==> config.mk <==
export PLATFORM = sky130hd
export DESIGN_NAME = acit_ctrl
export DESIGN_NICKNAME = d
export VERILOG_FILES = /design/src/rtl/core/acit_pkg.sv /design/src/rtl/core/acit_ctrl.sv
export SDC_FILE = /design/constraint.sdc
export NUM_CORES = 1
export LEC_CHECK = 0
export BUFFER_PORTS_ARGS = -buffer_cell sky130_fd_sc_hd__buf_2
export CAP_MARGIN = 20
export CORE_AREA = 2 2 39 41
export CTS_CLUSTER_DIAMETER = 80
export DETAILED_ROUTE_END_ITERATION = 12
export DIE_AREA = 0 0 41 43
export PLACE_DENSITY = 0.59
export SYNTH_ARGS = -nofsm -noshare
export SYNTH_HDL_FRONTEND = slang
export SYNTH_SLANG_ARGS = --single-unit
==> constraint.sdc <==
create_clock -name aclk -period 1.35 [get_ports aclk]
set_input_delay 0.135 -clock aclk [delete_from_list [all_inputs] [get_ports aclk]]
set_output_delay 0.135 -clock aclk [all_outputs]
set_load 0.05 [all_outputs]
==> src/rtl/core/acit_pkg.sv <==
// ----------------------------------------------------------------------------
// acit_pkg: shared types and constants for the AVI chunk index table
// Field widths, operation and status codes, and the controller/datapath
// command and status groups.
// ----------------------------------------------------------------------------
package acit_pkg;

    localparam int DEFAULT_VIDEO_ENTRIES = 4096;
    localparam int DEFAULT_AUDIO_ENTRIES = 4096;

    localparam int OP_W     = 2;
    localparam int TAG_W    = 8;
    localparam int WORD_W   = 32;
    localparam int STATUS_W = 3;
    localparam int NUMBER_W = 12;

    localparam int S_TDATA_W = 144;
    localparam int M_TDATA_W = 112;

    // operation codes (s_tuser)
    localparam logic [OP_W-1:0] OP_APPEND = 2'd0;
    localparam logic [OP_W-1:0] OP_SEEK   = 2'd1;
    localparam logic [OP_W-1:0] OP_KEY    = 2'd2;
    localparam logic [OP_W-1:0] OP_CLEAR  = 2'd3;

    // result status codes (m_tuser)
    localparam logic [STATUS_W-1:0] ST_VIDEO_STORED = 3'd0;
    localparam logic [STATUS_W-1:0] ST_AUDIO_STORED = 3'd1;
    localparam logic [STATUS_W-1:0] ST_IGNORED      = 3'd2;
    localparam logic [STATUS_W-1:0] ST_FULL         = 3'd3;
    localparam logic [STATUS_W-1:0] ST_SEEK_DONE    = 3'd4;
    localparam logic [STATUS_W-1:0] ST_NO_AUDIO     = 3'd5;
    localparam logic [STATUS_W-1:0] ST_KEY_FOUND    = 3'd6;
    localparam logic [STATUS_W-1:0] ST_NONE         = 3'd7;

    // chunk id characters
    localparam logic [TAG_W-1:0] TAG_D = 8'h64;  // 'd'
    localparam logic [TAG_W-1:0] TAG_W_CHAR = 8'h77;  // 'w'
    localparam logic [TAG_W-1:0] TAG_B = 8'h62;  // 'b'

    localparam logic [WORD_W-1:0] SMALL_CHUNK_LIMIT = 32'd1000;
    localparam int KEYFRAME_BIT_POS = 4;

    typedef struct packed {
        logic load;      // latch the input word
        logic exec;      // dispatch: append, clear, or start a search
        logic srch_rd;   // read the audio table at mid (or lo when done)
        logic srch_cmp;  // narrow lo/hi from the read total
        logic srch_fin;  // build the seek result from entry lo
        logic key_rd;    // read the video table at the scan index
        logic key_cmp;   // test the keyframe bit, advance the scan
        logic deliver;   // move the result into the output register
    } cmd_t;

    typedef struct packed {
        logic [OP_W-1:0] op;
        logic            audio_empty;
        logic            key_beyond;
        logic            srch_more;
        logic            key_hit;
        logic            key_last;
        logic            out_free;
    } sts_t;

endpackage

==> src/rtl/core/acit_ctrl.sv <==
// ----------------------------------------------------------------------------
// acit_ctrl: sequencing controller for the AVI chunk index table
// Steps one item at a time through dispatch, search loops and delivery.
// ----------------------------------------------------------------------------
module acit_ctrl (
    input  logic           aclk,
    input  logic           aresetn,
    input  logic           s_tvalid,
    output logic           s_tready,
    input  acit_pkg::sts_t sts,
    output acit_pkg::cmd_t cmd
);

    localparam logic [2:0] ST_IDLE    = 3'd0;
    localparam logic [2:0] ST_EXEC    = 3'd1;
    localparam logic [2:0] ST_S_RD    = 3'd2;
    localparam logic [2:0] ST_S_CMP   = 3'd3;
    localparam logic [2:0] ST_S_FIN   = 3'd4;
    localparam logic [2:0] ST_K_RD    = 3'd5;
    localparam logic [2:0] ST_K_CMP   = 3'd6;
    localparam logic [2:0] ST_DELIVER = 3'd7;

    logic [2:0] state_reg;
    logic [2:0] state_next;

    assign s_tready = (state_reg == ST_IDLE);

    always_comb begin
        state_next = state_reg;
        cmd        = '0;
        unique case (state_reg)
            ST_IDLE: begin
                if (s_tvalid) begin
                    cmd.load   = 1'b1;
                    state_next = ST_EXEC;
                end
            end
            ST_EXEC: begin
                cmd.exec = 1'b1;
                case (sts.op)
                    acit_pkg::OP_SEEK:
                        state_next = sts.audio_empty ? ST_DELIVER : ST_S_RD;
                    acit_pkg::OP_KEY:
                        state_next = sts.key_beyond ? ST_DELIVER : ST_K_RD;
                    default:
                        state_next = ST_DELIVER;
                endcase
            end
            ST_S_RD: begin
                cmd.srch_rd = 1'b1;
                state_next  = sts.srch_more ? ST_S_CMP : ST_S_FIN;
            end
            ST_S_CMP: begin
                cmd.srch_cmp = 1'b1;
                state_next   = ST_S_RD;
            end
            ST_S_FIN: begin
                cmd.srch_fin = 1'b1;
                state_next   = ST_DELIVER;
            end
            ST_K_RD: begin
                cmd.key_rd = 1'b1;
                state_next = ST_K_CMP;
            end
            ST_K_CMP: begin
                cmd.key_cmp = 1'b1;
                state_next  = (sts.key_hit || sts.key_last) ? ST_DELIVER : ST_K_RD;
            end
            ST_DELIVER: begin
                if (sts.out_free) begin
                    cmd.deliver = 1'b1;
                    state_next  = ST_IDLE;
                end
            end
            default: state_next = ST_IDLE;
        endcase
    end

    always_ff @(posedge aclk) begin
        if (!aresetn) begin
            state_reg <= ST_IDLE;
        end else begin
            state_reg <= state_next;
        end
    end

endmodule

Word-level counts from Yosys, hierarchy flattened

Index checks and enable logic that the tools add are counted.
W data, S select, Z words.

Equality and inequality tests: 11
Mux-type cells: 18
Reductions and logical operators: 3

Operators with widths:

| cell                 | count |
|---|---|
| $pmux W3 S8          | 1 |
| $eq A3 B3 Y1 const B | 4 |
| $mux W3              | 4 |
| $mux W1              | 10 |
| $eq A3 B2 Y1 const B | 2 |
| $pmux W3 S2          | 1 |
| $mux W2              | 2 |
| $ne A2 B2 Y1 const B | 2 |
| $eq A3 B1 Y1 const B | 1 |
| $logic_not A3 Y1     | 1 |
| $eq A2 B1 Y1 const B | 1 |
| $eq A2 B2 Y1 const B | 1 |
| $reduce_and A2 Y1    | 1 |
| $logic_or A1 B1 Y1   | 1 |

Register bits after elaboration: 3
Input bits: 11
Output and inout port bits: 9

Longest topological paths before layout

Gate-level depths: netlist of the first run.

Word-level depth: 3
Depth in mapped cells: 5
Mapped depth without buffers: 5

Worst setup path after synthesis of the first run

OpenSTA, ideal clock, no wires.

Kind: reg-to-output
From: register state_reg[0]
To: output cmd[7] (netlist bit)
Arrival: 2.166 ns
Path slack: -0.951 ns
Stages on the path, launching flop included: 4
Path buffers: 1
Cell sequence: dfxtp_1 > buf_2 > nor3_1 > and2_1

RTL lines:

| item                   | line            | source |
|---|---|---|
| from (decl)            | acit_ctrl.sv:23 | `logic [2:0] state_reg;` |
| from (signal assigned) | acit_ctrl.sv:83 | `state_reg <= state_next;` |
| to (decl)              | acit_ctrl.sv:11 | `output acit_pkg::cmd_t cmd` |

==> results of run 1 <==
area by class of cell:
type / instances / area [µm²] / share of cell area, %
multi-input cells: 30 / 230 / 44.2
repair buffers: 23 / 164 / 31.5
flip-flops and latches: 3 / 65.1 / 12.5
clock buffers: 4 / 26.3 / 5.05
well taps: 16 / 20.0 / 3.85
inverters: 4 / 15.0 / 2.88
metal layers:
metal	part of all wire (%)	GRT usage (%)
met1	39	11.2
met2	54	15.6
met3	7.1	5.24
met4	0	6.00
met5	0	0
critical path, delay by kind of cell (launching register included):
| kind | cells | cell delay [ns] |
|---|---|---|
| simple gates | 1 | 0.39 |
| buf+inv | 2 | 0.20 |
| flops | 1 | 0.36 |
stage by stage:
stage | setup slack (ns) | util, %
floorplan | -0.283 | -
global placement | 0.153 | 32.2
detailed placement | 0.146 | 32.2
CTS | 0.00339 | 35.8
global route | -0.00821 | 37.6
finish | 0.0371 | 37.6
report_power, final:
part           internal (mW)  leakage [nW]  switching (mW)  total, mW
logic                  0.408         0.218           0.611       1.02
registers              0.143        0.0258          0.0450      0.188
clock network          0.111        0.0150          0.0459      0.157
worst min-delay path by stage:
stage | to | slack, ns
2_1_floorplan | state_reg[1] | 0.25
3_3_place_gp | state_reg[1] | 0.37
3_5_place_dp | state_reg[1] | 0.39
4_1_cts | state_reg[1] | 0.14
5_1_grt | state_reg[1] | 0.17
6_report | state_reg[0] | 0.14
cell usage in the layout (no fill, tap or decap):
cell type / netlist / final
or3b_4: 0 / 1
a21oi_1: 1 / 1
nand2b_1: 2 / 2
inv_2: 0 / 1
o311a_1: 1 / 1
o221ai_1: 1 / 1
dfxtp_1: 3 / 1
nor3b_2: 0 / 1
buf_6: 0 / 3
buf_8: 0 / 2
dfxtp_4: 0 / 1
nand3_1: 1 / 1
dfxtp_2: 0 / 1
o21bai_1: 1 / 1
clkbuf_4: 0 / 3
a21boi_1: 1 / 1
nor2_1: 5 / 1
nor2_2: 0 / 4
inv_1: 4 / 3
nand2_1: 3 / 3
buf_4: 0 / 4
and3b_1: 1 / 1
a211oi_1: 2 / 2
o22a_1: 1 / 1
o21a_1: 1 / 1
buf_2: 2 / 14
ha_1: 2 / 2
clkbuf_1: 1 / 1
and2_4: 0 / 1
o41ai_1: 1 / 1
nor3_4: 0 / 1
o21ai_0: 1 / 1
nor2b_1: 1 / 1
what timing repair did:
| item | CTS | global route |
|---|---|---|
| hold buffers | 0 | 0 |
| resized for setup | 9 | 9 |
| endpoints found under the setup margin | 4 | 9 |
logic make-up (layout without fill, tap and decap cells):
logic type,after synthesis,count (layout)
AOI/OAI and AO/OA,11,11
buffers and inverters,7,31
adders and majority gates,2,2
and+or+nand+nor,17,17
DFF,3,3
==> flow_summary.yaml, run 1 <==
clock_network:
  cts_made_buffers: 3
  post_cts_buffers: 0
  worstSkewPairLatency_ns: 0.23
  clk_pin_slew_worst_paths_ns: 0.04
  cts_tree: "yes"
  cts-root-buf: "clkbuf_4"
  clkSinkCount: 3
  cts.path.max_buffers: 2
  h-tree-depth: 1
logic_synthesis:
  synthMuxAreaShare_pct: 0
  yosys.area_share.simple_pct: 31.3
  synth_area_leaders: "dfxtp_1, ha_1, nor2_1"
  synth_area_leader_cell: "dfxtp_1"
  synth-adder-area-share_pct: 8.70
  synth_top_family_by_area: "simple AND/OR/NAND/NOR gates"
  synth.avg_cell_area_um2: 7.19
  synth-xor-area-share_pct: 0
  ys_ff_latch: 3
  async_flop_share_pct: 0
  syn_area_um2: 288
  synth_cells: 40
  synth-compound-area-share_pct: 29.1
  synthesis.nets: 53
  synth-seq-area-share_pct: 20.9
  synth_top_area_share_pct: 20.9
  yosys.cell_types.count: 25
  yosys_warnings: 0
  synth_edf_count: 0
  synthFlopType: "dfxtp_1"
  synth.most_common_cell: "nor2_1"
  synth_common_cells: "nor2_1, inv_1, dfxtp_1, nand2_1"
sta:
  finalCriticalPeriod_ns: 1.31
  setup_viol_count_final: 0
  hold_viol: 0
  maxSlewHeadroom_pct: 82.5
  final_max_slew_viol_count: 0
  whs_ns: 0.144
  setup_tns_ns: 0
  rsz0062_at_grt: "true"
  min_period_over_period_pct: 97.2
  fmax_mhz: 762
  finClkSkew_ns: 0.00167
  worstMarginPinSlew_ns: 0.258
final_layout:
  largest_reg_flops: 3
  drive_gt1_share_pct: 57.8
  final_area_um2: 520
  finalNonFillerCells: 80
  nFillCells: 149
  n_antenna_cell: 0
  syn_to_final_growth_pct: 80.9
  layout.nets: 78
status:
  status: "completed"
critical_path:
  slowest_stage: "or3b_4"
  critPathKind: "reg2out"
  r2r-end: "state_reg[2]"
  cp.arrival_ns: 1.18
  crit_path_start: "state_reg[2]"
  cp.required_ns: 1.22
  r2r_slack_ns: 0.22
  worst_setup_path_end_kind: "output pin"
  rr_worst_depth: 3
  cp_max_fo: 8
  rr_startpoint: "state_reg[2]"
  critPathLaunchType: "register"
  cp-endpoint: "cmd[6]"
  crit_chain: "or3b_4, inv_2, buf_8"
  max_stage_delay_ns: 0.39
global_routing:
  grt_pass1_wl_um: 1220
  antenna_found_initial: 0
  grt_usage_pct: 10.4
  grt_pass1_vias: 330
  overflow: 0
  grt_max_degree: 11
place:
  gp_congestion: 0.685
  hpwl_um: 601
  port_buffers: 19
  placed_cell_area_um2: 445
  placed_cells: 76
routing:
  drt_iter0_markers: 1
  first_pass_iters: 2
  ant_nets: 0
  vias: 355
  routed_wl_um: 763
  via_per_inst: 4.44
  wl_per_cell_um: 9.54
  drc: 0
floorplanning:
  initial_core_util_pct: 20.8
  fp.dieH_um: 43
  die_x_um: 41
  rows: 14
  die_area_um2: 1760
  pin_count: 20
  core_area_um2: 1380
hold_path:
  whs_path_depth: 3
  hold_start: "aresetn"
  hp-class: "in2reg"
pwr:
  p_leak_nw: 0.259
  ir_drop_mv: 0.771
  power_density_nw_per_um2: 2620
  power.total_mw: 1.36
flow_run:
  maxCapViolCount: 0
(Power assumes the default switching activity.)
==> run 2, diff against run 1 <==
--- a/config.mk
+++ b/config.mk
@@ -7,10 +7,11 @@
 export LEC_CHECK = 0
 export BUFFER_PORTS_ARGS = -buffer_cell sky130_fd_sc_hd__buf_2
 export CAP_MARGIN = 20
-export CORE_AREA = 2 2 39 41
+export CORE_AREA = 4 4 41 43
 export CTS_CLUSTER_DIAMETER = 80
 export DETAILED_ROUTE_END_ITERATION = 12
-export DIE_AREA = 0 0 41 43
+export DIE_AREA = 0 0 45 47
+export GPL_TIMING_DRIVEN = 0
 export PLACE_DENSITY = 0.59
 export SYNTH_ARGS = -nofsm -noshare
 export SYNTH_HDL_FRONTEND = slang
==> flow_summary.yaml, run 2 (synthesis gave the netlist of run 1 again) <==
routing:
  drc: 0
  wl_per_cell_um: 11.2
  routed-wl-met2_um: 434
  ant_nets: 0
  first_pass_iters: 2
  met3_length_um: 78
  via_per_inst: 4.74
  top_layer: "met4"
  routed_wl_um: 915
  wl_met1_um: 387
  drt_iter0_markers: 4
  vias: 389
clock_network:
  worstSkewPairLatency_ns: 0.24
  cts_tree: "yes"
  h-tree-depth: 1
  cts-root-buf: "clkbuf_4"
  clk_pin_slew_worst_paths_ns: 0.04
  cts_made_buffers: 3
  cts.path.max_buffers: 2
  clkSinkCount: 3
pwr:
  ir_drop_mv: 1.17
  p_leak_nw: 0.276
  power_density_nw_per_um2: 2640
  power.total_mw: 1.46
global_routing:
  grt_usage_pct: 8.77
  antenna_found_initial: 0
  overflow: 0
  grt_max_degree: 11
  grt_pass1_vias: 333
  grt_pass1_wl_um: 1290
sta:
  finClkSkew_ns: 0.00417
  min_period_over_period_pct: 98.4
  fin_ws_ns: 0.0216
  finalCriticalPeriod_ns: 1.33
  whs_ns: 0.132
  setup_tns_ns: 0
  worstMarginPinSlew_ns: 0.259
  setup_viol_count_final: 0
  final_max_slew_viol_count: 0
  rsz0062_at_grt: "true"
  fmax_mhz: 753
  maxSlewHeadroom_pct: 82.5
  hold_viol: 0
floorplanning:
  core_area_um2: 1300
  rows: 13
  die_area_um2: 2120
  initial_core_util_pct: 22.1
  pin_count: 20
  die_x_um: 45
  fp.dieH_um: 47
critical_path:
  cp.arrival_ns: 1.19
  critPathLaunchType: "register"
  rr_worst_depth: 3
  worst_setup_path_end_kind: "output pin"
  rr_startpoint: "state_reg[0]"
  critPathKind: "reg2out"
  crit_chain: "or3b_4, inv_2, buf_8"
  cp.required_ns: 1.22
  r2r-end: "state_reg[1]"
  slowest_stage: "or3b_4"
  max_stage_delay_ns: 0.40
  cp_max_fo: 3
  r2r_slack_ns: 0.21
flow_run:
  maxCapViolCount: 0
final_layout:
  layout_common_cells: "buf_2, buf_4, buf_6"
  finalNonFillerCells: 82
  multi_input_area_um2: 230
  ff_latch_area_um2: 65.1
  largest_reg_flops: 3
  drive_gt1_share_pct: 59.7
  layout.nets: 81
  n_antenna_cell: 0
  nFillCells: 147
  final_common_cell: "buf_2"
  syn_to_final_growth_pct: 92.6
hold_path:
  hp-class: "in2reg"
  hold_start: "aresetn"
  whs_path_depth: 2
  hold_end: "state_reg[1]"
place:
  hpwl_um: 649
  gp_congestion: 0.774
  dp_slack_ns: -0.0515
  placed_cells: 74
  port_buffers: 19
status:
  status: "completed"
[run 2: cell types whose count changed in the layout (fill, tap and decap cells not counted), sizes merged]
cell  change
buf       +3
[run 2: final cells by class]
class / count / share of cell area (%)
buffer: 3 / 6.09
clock buffer: 4 / 4.74
inverter: 4 / 2.71
multi-input combinational: 30 / 41.5
sequential: 3 / 11.7
tap: 15 / 3.39
timing repair buffer: 23 / 29.8
[run 2: worst max-delay path, delay by kind of cell, from the launching register on]
family / cells / cell delay (ns)
buffers and inverters: 2 / 0.20
flip-flops: 1 / 0.35
AND/OR/NAND/NOR: 1 / 0.40
[run 2: stage by stage]
stage / cell area, µm² / util, %
2_1_floorplan: 314 / -
3_3_place_gp: 428 / 32.9
3_5_place_dp: 428 / 32.9
4_1_cts: 498 / 38.3
5_1_grt: 554 / 42.6
6_report: 554 / 42.6
[run 2: report_power, final]
group	internal (mW)	switching, mW	total, mW
Combinational	0.469	0.649	1.12
Clock	0.111	0.0554	0.167
Sequential	0.142	0.0377	0.180
Total	0.723	0.742	1.46
[run 2: metal layers]
layer  track usage [%]  vias to the layer above
met5                 0                        -
met4              7.02                        0
met3              3.83                        2
met2              12.7                       14
met1              10.0                      179
li1                  -                      194
[run 2: what timing repair did]
item	in CTS	in global routing
resized for setup	17	11
hold endpoints to repair	0	0
endpoints found under the setup margin	11	6
pin swaps	0	2
cloned	0	1
hold buffers	0	0
buffers inserted	0	3
[run 2: worst max path at each step]
stage	startpoint	endpoint	slack (ns)	depth (start not counted)
floorplan	state_reg[1]	cmd[7]	-0.28	3
global placement	state_reg[1]	cmd[0]	-0.02	4
detailed placement	state_reg[1]	cmd[0]	-0.05	4
CTS	state_reg[0]	cmd[6]	-0.003	3
global route	state_reg[0]	cmd[6]	-0.002	3
finish	state_reg[0]	cmd[6]	0.02	3
==> run 3, diff against run 2 <==
==> constraint.sdc (replaced) <==
create_clock -name aclk -period 1.4 [get_ports aclk]
set_input_delay 0.14 -clock aclk [delete_from_list [all_inputs] [get_ports aclk]]
set_output_delay 0.14 -clock aclk [all_outputs]
set_load 0.05 [all_outputs]
==> flow_summary.yaml, run 3 (synthesis gave the netlist of run 1 again) <==
floorplanning:
  core_area_um2: 1300
  initial_core_util_pct: 22.1
  pin_count: 20
  rows: 13
  die_area_um2: 2120
  die_x_um: 45
  fp.dieH_um: 47
routing:
  drc: 0
  ant_nets: 0
  via_per_inst: 4.69
  wl_per_cell_um: 10.7
  vias: 366
  first_pass_iters: 3
  drt_iter0_markers: 4
  routed_wl_um: 833
critical_path:
  cp_max_fo: 4
  cp_top_family: "simple AND/OR/NAND/NOR gates"
  worst_setup_path_end_kind: "output pin"
  cp.required_ns: 1.26
  rr_startpoint: "state_reg[0]"
  r2r_slack_ns: 0.27
  max_stage_delay_ns: 0.40
  cp.arrival_ns: 1.22
  crit_path_start: "state_reg[0]"
  critPathKind: "reg2out"
  slowest_stage: "or3b_4"
  crit_chain: "or3b_4, inv_1, buf_6"
  path_buf_inv: 2
  critPathLaunchType: "register"
pwr:
  power.total_mw: 1.26
  ir_drop_mv: 0.998
  power_density_nw_per_um2: 2540
  p_leak_nw: 0.250
clock_network:
  clkSinkCount: 3
  cts.path.max_buffers: 2
  h-tree-depth: 1
  cts-root-buf: "clkbuf_4"
  cts_made_buffers: 3
  cts_hold_buf: 0
  cts_tree: "yes"
  worstSkewPairLatency_ns: 0.24
  clk_pin_slew_worst_paths_ns: 0.04
sta:
  min_period_over_period_pct: 96.9
  finalCriticalPeriod_ns: 1.36
  hold_viol: 0
  final_max_slew_viol_count: 0
  finClkSkew_ns: 0.00442
  whs_ns: 0.135
  rsz0062_at_grt: "false"
  worstMarginPinSlew_ns: 0.259
  fmax_mhz: 737
  fin_ws_ns: 0.0431
  maxSlewHeadroom_pct: 82.5
  setup_viol_count_final: 0
global_routing:
  grt_max_degree: 11
  grt_pass1_wl_um: 1290
  grt_pass1_vias: 333
  antenna_found_initial: 0
  overflow: 0
  grt_usage_pct: 8.77
hold_path:
  hold_start: "aresetn"
  hp-class: "in2reg"
place:
  dp_slack_ns: -0.00649
  hpwl_um: 649
  gp_congestion: 0.774
  port_buffers: 19
status:
  status: "completed"
final_layout:
  largest_reg_flops: 3
  n_antenna_cell: 0
  drive_gt1_share_pct: 52.4
  syn_to_final_growth_pct: 72.6
  layout.nets: 77
  final_common_cell: "buf_2"
  postLayoutCoreUtil_pct: 38.2
flow_run:
  maxCapViolCount: 0
## run 3: cell count changes in the layout (fill, tap and decap cells not counted)
| cell | change |
|---|---|
| buf_4 | -3 |
| buf_8 | -2 |
| and2_1 | +1 |
| and2_4 | -1 |
| buf_2 | +1 |
| buf_6 | -1 |
| clkbuf_4 | +1 |
| dfxtp_1 | +1 |
| dfxtp_4 | -1 |
| inv_1 | +1 |
| inv_2 | -1 |
## run 3: stage by stage
step / instances / cell area, µm² / TNS (ns)
after floorplan: 40 / 314 / -0.238
after global placement: 74 / 428 / 0
after detailed placement: 74 / 428 / -0.00674
after CTS: 78 / 480 / -0.00461
after global routing: 78 / 497 / 0
final: 78 / 497 / 0
## run 3: power breakdown
part	total [mW]	switching (mW)	internal (mW)
sequential	0.161	0.0318	0.130
clock	0.160	0.0531	0.107
combinational	0.941	0.593	0.348
total	1.26	0.677	0.585
## run 3: final cells by class
class / count / area, µm²
inverter: 4 / 15.0
buffer: 3 / 26.3
timing repair buffer: 19 / 121
multi-input combinational: 30 / 228
fill: 155 / 805
clock buffer: 4 / 26.3
sequential: 3 / 61.3
tap: 15 / 18.8
## run 3: final timing paths
| kind | to | depth (start not counted) |
|---|---|---|
| setup / recovery | cmd[6] | 3 |
| hold / removal | state_reg[1] | 2 |
| setup reg to reg | state_reg[0] | 3 |
| hold reg to reg | state_reg[1] | 2 |
## run 3: per-layer routing
| metal | share of wire (%) | wire length, µm | GRT usage [%] |
|---|---|---|---|
| met3 | 9.6 | 80 | 3.83 |
| met2 | 46 | 385 | 12.7 |
| met1 | 42 | 352 | 10.0 |
| met4 | 1.9 | 16 | 7.02 |
| met5 | 0 | 0 | 0 |
## run 3: worst register-to-register path, delay by kind of cell (launching register included)
kind / cells / cell delay (ns)
AOI/OAI and AO/OA: 2 / 0.32
DFF: 1 / 0.35
and+or+nand+nor: 1 / 0.40
## run 3: what timing repair did
item / CTS / global route
endpoints found under the hold margin: 0 / 0
gates resized for setup: 10 / 9
buffers inserted: 0 / 0
endpoints found under the setup margin: 8 / 9
